[config.mk]
export PLATFORM = sky130hd
export DESIGN_NAME = gala_ctrl
export DESIGN_NICKNAME = d
export VERILOG_FILES = /design/src/hw/rtl/assert_macros.svh /design/src/hw/rtl/gala_pkg.sv /design/src/hw/rtl/gala_ctrl.sv
export SDC_FILE = /design/constraint.sdc
export NUM_CORES = 1
export LEC_CHECK = 0
export ABC_AREA = 1
export BUFFER_PORTS_ARGS = -buffer_cell sky130_fd_sc_hd__buf_4
export CAP_MARGIN = 40
export CORE_AREA = 2 2 39 41
export CTS_BUF_LIST = sky130_fd_sc_hd__clkbuf_4 sky130_fd_sc_hd__clkbuf_8
export DETAILED_ROUTE_END_ITERATION = 12
export DIE_AREA = 0 0 41 43
export PLACE_DENSITY = 0.47
export SLEW_MARGIN = 20
export SYNTH_ARGS = -nofsm -noshare
export SYNTH_HDL_FRONTEND = slang
export SYNTH_SLANG_ARGS = --single-unit
[constraint.sdc]
create_clock -name clk -period 0.8 [get_ports clk]
set_input_delay 0.04 -clock clk [delete_from_list [all_inputs] [get_ports clk]]
set_output_delay 0.04 -clock clk [all_outputs]
set_load 0.05 [all_outputs]
[src/hw/rtl/assert_macros.svh]
// assertion macros for the layer assigner rtl
// no dependencies; included by files that carry assertions
`ifndef ASSERT_MACROS_SVH
`define ASSERT_MACROS_SVH

// property must hold at every clock edge outside reset
`define ASSERT_PROP(label, clk, rst_n, prop) \
	label: assert property (@(posedge clk) disable iff (!rst_n) prop) \
		else $error("property check failed");

// condition must never be true outside reset
`define ASSERT_NEVER(label, clk, rst_n, cond) \
	label: assert property (@(posedge clk) disable iff (!rst_n) !(cond)) \
		else $error("forbidden condition seen");

`endif

[src/hw/rtl/gala_pkg.sv]
// shared types, constants and controller interface for the layer assigner
// no dependencies
package gala_pkg;

	localparam int unsigned QUBIT_W = 10;
	localparam int unsigned INDEX_W = 16;
	localparam int unsigned COUNT_W = 17;

	localparam int unsigned QUBIT_CNT_DEF = 1024;
	localparam longint unsigned MAX_SLICES_DEF = 64'd65536;

	// reciprocal scale used to reduce qubit indexes
	localparam int unsigned RECIP_SHIFT = 20;

	typedef struct packed {
		logic [QUBIT_W-1:0] first_qubit;
		logic [QUBIT_W-1:0] second_qubit;
		logic               is_two_qubit;
	} gate_t;

	typedef struct packed {
		logic               placed;
		logic [INDEX_W-1:0] slice_index;
		logic [COUNT_W-1:0] slice_count;
	} result_t;

	typedef enum logic [2:0] {
		ST_CLEAR,
		ST_IDLE,
		ST_READ,
		ST_CALC,
		ST_WRITE_B
	} gala_state_t;

	typedef struct packed {
		logic clear_en;
		logic load_en;
		logic skip_emit;
		logic read_en;
		logic calc_en;
		logic wr_b_en;
		logic emit_en;
	} gala_cmd_t;

	typedef struct packed {
		logic clear_done;
		logic skip;
		logic two;
	} gala_status_t;

endpackage

[src/hw/rtl/gala_ctrl.sv]
// controller state machine: clearing pass, accept, read, compute, second write
// depends on gala_pkg
module gala_ctrl (
	input  logic                  clk,
	input  logic                  arst_n,
	input  logic                  start,
	input  gala_pkg::gala_status_t status,
	output gala_pkg::gala_cmd_t    cmd,
	output logic                  busy
);

	import gala_pkg::*;

	gala_state_t state_q;
	gala_state_t state_n;

	always_ff @(posedge clk or negedge arst_n) begin
		if (!arst_n) begin
			state_q <= ST_CLEAR;
		end else begin
			state_q <= state_n;
		end
	end

	always_comb begin
		state_n = state_q;
		unique case (state_q)
			ST_CLEAR: begin
				if (status.clear_done) begin
					state_n = ST_IDLE;
				end
			end
			ST_IDLE: begin
				if (start && !status.skip) begin
					state_n = ST_READ;
				end
			end
			ST_READ: begin
				state_n = ST_CALC;
			end
			ST_CALC: begin
				state_n = status.two ? ST_WRITE_B : ST_IDLE;
			end
			ST_WRITE_B: begin
				state_n = ST_IDLE;
			end
			default: begin
				state_n = ST_CLEAR;
			end
		endcase
	end

	always_comb begin
		cmd  = '0;
		busy = 1'b1;
		unique case (state_q)
			ST_CLEAR: begin
				cmd.clear_en = 1'b1;
			end
			ST_IDLE: begin
				busy = 1'b0;
				if (start) begin
					cmd.skip_emit = status.skip;
					cmd.load_en   = !status.skip;
				end
			end
			ST_READ: begin
				cmd.read_en = 1'b1;
			end
			ST_CALC: begin
				cmd.calc_en = 1'b1;
				cmd.emit_en = !status.two;
			end
			ST_WRITE_B: begin
				cmd.wr_b_en = 1'b1;
				cmd.emit_en = 1'b1;
			end
			default: begin
				busy = 1'b1;
			end
		endcase
	end

endmodule

Word-level counts from Yosys, hierarchy flattened

Index checks and enable logic that the tools add are counted.

Register bits after elaboration: 3
Bits in latches: 0
RAM bits: 0
ROM bits: 0
Input bits: 6
Output and inout bits: 8
Logic and storage cells: 24
Memories kept: 0

Add/sub/neg operators: 0
Multipliers: 0
Divide/modulo/power cells: 0
$lt $le $gt $ge: 0
Eq/ne operators: 6
Shift operators: 0
Mux-type cells: 12
Bitwise gates (word level): 0
Reductions and logical operators: 5

Operators with widths:

| operator             | count |
|---|---|
| $pmux W3 S5          | 1 |
| $mux W3              | 3 |
| $eq A3 B2 Y1 const B | 2 |
| $mux W1              | 5 |
| $mux W2              | 2 |
| $ne A2 B2 Y1 const B | 2 |
| $eq A3 B1 Y1 const B | 1 |
| $eq A3 B3 Y1 const B | 1 |
| $logic_not A3 Y1     | 1 |
| $logic_not A1 Y1     | 2 |
| $pmux W1 S2          | 1 |
| $reduce_and A2 Y1    | 1 |
| $logic_and A1 B1 Y1  | 1 |

Logic depth before layout (Yosys ltp)

Depth after elaboration: 4
Mapped depth: 7
Depth with buffers taken out: 7

Worst setup path before layout

OpenSTA, ideal clock, no wires.

Kind: register to output
Start: reg state_q[1]
End: out cmd[0] in the netlist's numbering
Data arrival time: 1.685 ns
Data required time: 0.760 ns
Setup slack: -0.925 ns
Cell stages (with the launch flop): 4
Path buffers: 0
Cell sequence: dfrtp_1 -> nor2_1 -> inv_1 -> o21ai_0

RTL lines:

| item                   | RTL line        | source |
|---|---|---|
| from (decl)            | gala_ctrl.sv:14 | `gala_state_t state_q;` |
| from (signal assigned) | gala_ctrl.sv:21 | `state_q <= state_n;` |
| to (decl)              | gala_ctrl.sv:8  | `output gala_pkg::gala_cmd_t cmd,` |

==> flow_summary.ini <==
[worst_setup_path]
crit_start = state_q[1]
rr_worst_depth = 7
crit_end = cmd[0]
reg2reg_from = state_q[1]
critPathRequiredTime_ns = 0.76
crit_type = register to output pin
r2r-end = state_q[0]
cp_max_fo = 4
rrSetupSlack_ns = -0.34
worst_setup_path_end_kind = output pin
cp-start-kind = register
cp.arrival_ns = 1.18

[placed_design]
portBuffers = 13
gp_congestion = 0.683
hpwlAfterDp_um = 483
place_area_um2 = 422

[synthesis]
yosys_register_bits = 3
yosys.area_share.simple = 0.436
yosysWarnings = 0
synth_mux_area_frac = 0
synthesis.area_um2 = 204
synth_compound_area_frac = 0.0491
syn_avg_cell_area_um2 = 6.18
synth.largest_area_cell = dfrtp_1
yosysMostFrequentCell = nand2_1
yosysSeqAreaShare = 0.368
synth_top_family_by_area = simple AND/OR/NAND/NOR gates
synth.distinct_cells = 11
synth_common_cells = nand2_1, inv_1, nor2_1, dfrtp_1, nand3_1
synth_fa_ha_area_frac = 0
synth_top_area_share = 0.368
synthTopCellsByArea = dfrtp_1, nand2_1, inv_1
synth_cells = 33
synth-edff-count = 0
synth-xor-area-share = 0
async_flop_share = 1.00
syn-num-nets = 39
ys.flop_type = dfrtp_1

[sta]
period_needed_ns = 1.22
setup_viol_count_final = 11
skew_ns = 0.00158
grt_setup_unrepaired = true
hold_viol_final = 0
finalCritPeriodShare = 1.53
max_slew_margin = 0.886
layout_setup_ws_ns = -0.424
tightest_slew_ns = 0.170
slew_violations = 0
max_freq_ghz = 0.817

[die]
die_h_um = 43
initial_core_util = 0.147
num_io_pins = 14
die_w_um = 41
fp.coreArea_um2 = 1380
dieArea_um2 = 1760
rows = 14

[cells_and_area]
drive_gt1_frac = 0.770
syn2layout_area_growth_pct = 177
design_area_um2 = 564
regMostFlops = state_q
nFillCells = 144
largest_register_ffs = 3
final_nets = 68
antennaDiodeCount = 0
largestRegisters = state_q: 3 flops
fin_util = 0.408

[routing]
drt-initial-drc-count = 6
vias = 303
routed_wirelength_um = 649
remaining_drc_errors = 0
ant_nets = 0
via_per_inst = 3.94
drtPass1Iterations = 4
drt-wirelength-per-cell_um = 8.43

[clock_network]
cts_tree = built
htree_levels = 1
cts_max_path_buffers = 2
numCtsBuffers = 3
cts.sinks = 3
ctsRootBufferMaster = clkbuf_4
path_clk_slew_ns = 0.04
clk_latency_ns = 0.23

[status]
violations = setup timing
status = complete, but fails checks

[power_and_ir_drop]
cellPowerDensity_nw_per_um2 = 4300
peakVddDrop_uv = 1590
power_leakage_uw = 0.000287
finalPower_uw = 2430

[global_route]
grt_busiest_layer = met2
use_met1 = 0.0968
grt_overflow_total = 0
antenna_found_initial = 0
grt_max_degree = 6
grt_pass1_vias = 296
grt_pass1_wl_um = 1060
use_met3 = 0.0314
grt_util_met2 = 0.141
grt.total_usage = 0.0905

[worst_hold_path]
min-delay-path-class = input port to register

[run]
drv_cap = 0
[critical path: stages (launching register included)]
cell	delay [ns]
dfrtp_1	0.41
nor2_2	0.15
inv_2	0.09
o21ai_4	0.12
buf_6	0.17
[cell families after synthesis]
| kind of cell | after synthesis |
|---|---|
| compound gates | 2 |
| buf+inv | 8 |
| flops | 3 |
| simple gates | 20 |
[power by group]
part / switching (uW) / total (uW) / internal (uW)
logic: 1060 / 1830 / 764
clock network: 84.0 / 305 / 221
registers: 82.0 / 295 / 213
[routing by layer]
metal,share of wire,up-vias
li1,-,160
met1,0.39,138
met2,0.56,5
met3,0.049,0
met4,0,0
met5,0,-
[cell type report]
type | count | area, um2 | area share
well taps | 16 | 20.0 | 0.0355
flip-flops and latches | 3 | 76.3 | 0.135
inverters | 8 | 30.0 | 0.0532
clock buffers | 4 | 30.0 | 0.0532
multi-input cells | 22 | 188 | 0.333
repair buffers | 24 | 220 | 0.390
[placed cells by master, fill, tap and decap left out]
master,count
nand2_2,3
nand2_4,1
a21oi_1,1
inv_1,5
dfrtp_2,1
clkbuf_4,4
nor2_4,6
dlygate4sd3_1,1
nor2_2,1
o21ai_4,1
dfrtp_1,2
nand2_1,4
buf_4,14
nand3b_1,1
nor3_2,1
buf_8,1
buf_6,8
nand3_2,3
inv_2,3
[worst min path at each step]
stage	cells after the start	to	slack [ns]	from
4_1_cts	3	state_q[2]	0.08	status[0]
3_5_place_dp	1	state_q[0]	-0.17	arst_n
6_report	3	state_q[2]	0.08	status[0]
3_3_place_gp	1	state_q[1]	-0.17	arst_n
2_1_floorplan	0	state_q[0]	-0.26	arst_n
5_1_grt	3	state_q[2]	0.08	status[0]
[metrics by stage]
stage | hold WS, ns | setup slack, ns | setup TNS [ns] | instances
CTS | 0.0755 | -0.432 | -3.76 | 76
global route | 0.0844 | -0.494 | -4.38 | 77
floorplan | -0.256 | -0.309 | -1.98 | 33
detailed placement | -0.167 | -0.251 | -2.00 | 66
global placement | -0.168 | -0.234 | -1.88 | 66
finish | 0.0795 | -0.424 | -3.67 | 77
[what timing repair did]
item                                   4_1_cts  5_1_grt
hold buffers                                 1        0
pin swaps                                    7        1
endpoints found under the hold margin        3        0
gates resized for setup                     16        0
buffers inserted                             5        1
setup endpoints to repair                   10       11
Note: power is estimated with default switching activity, not from simulation.
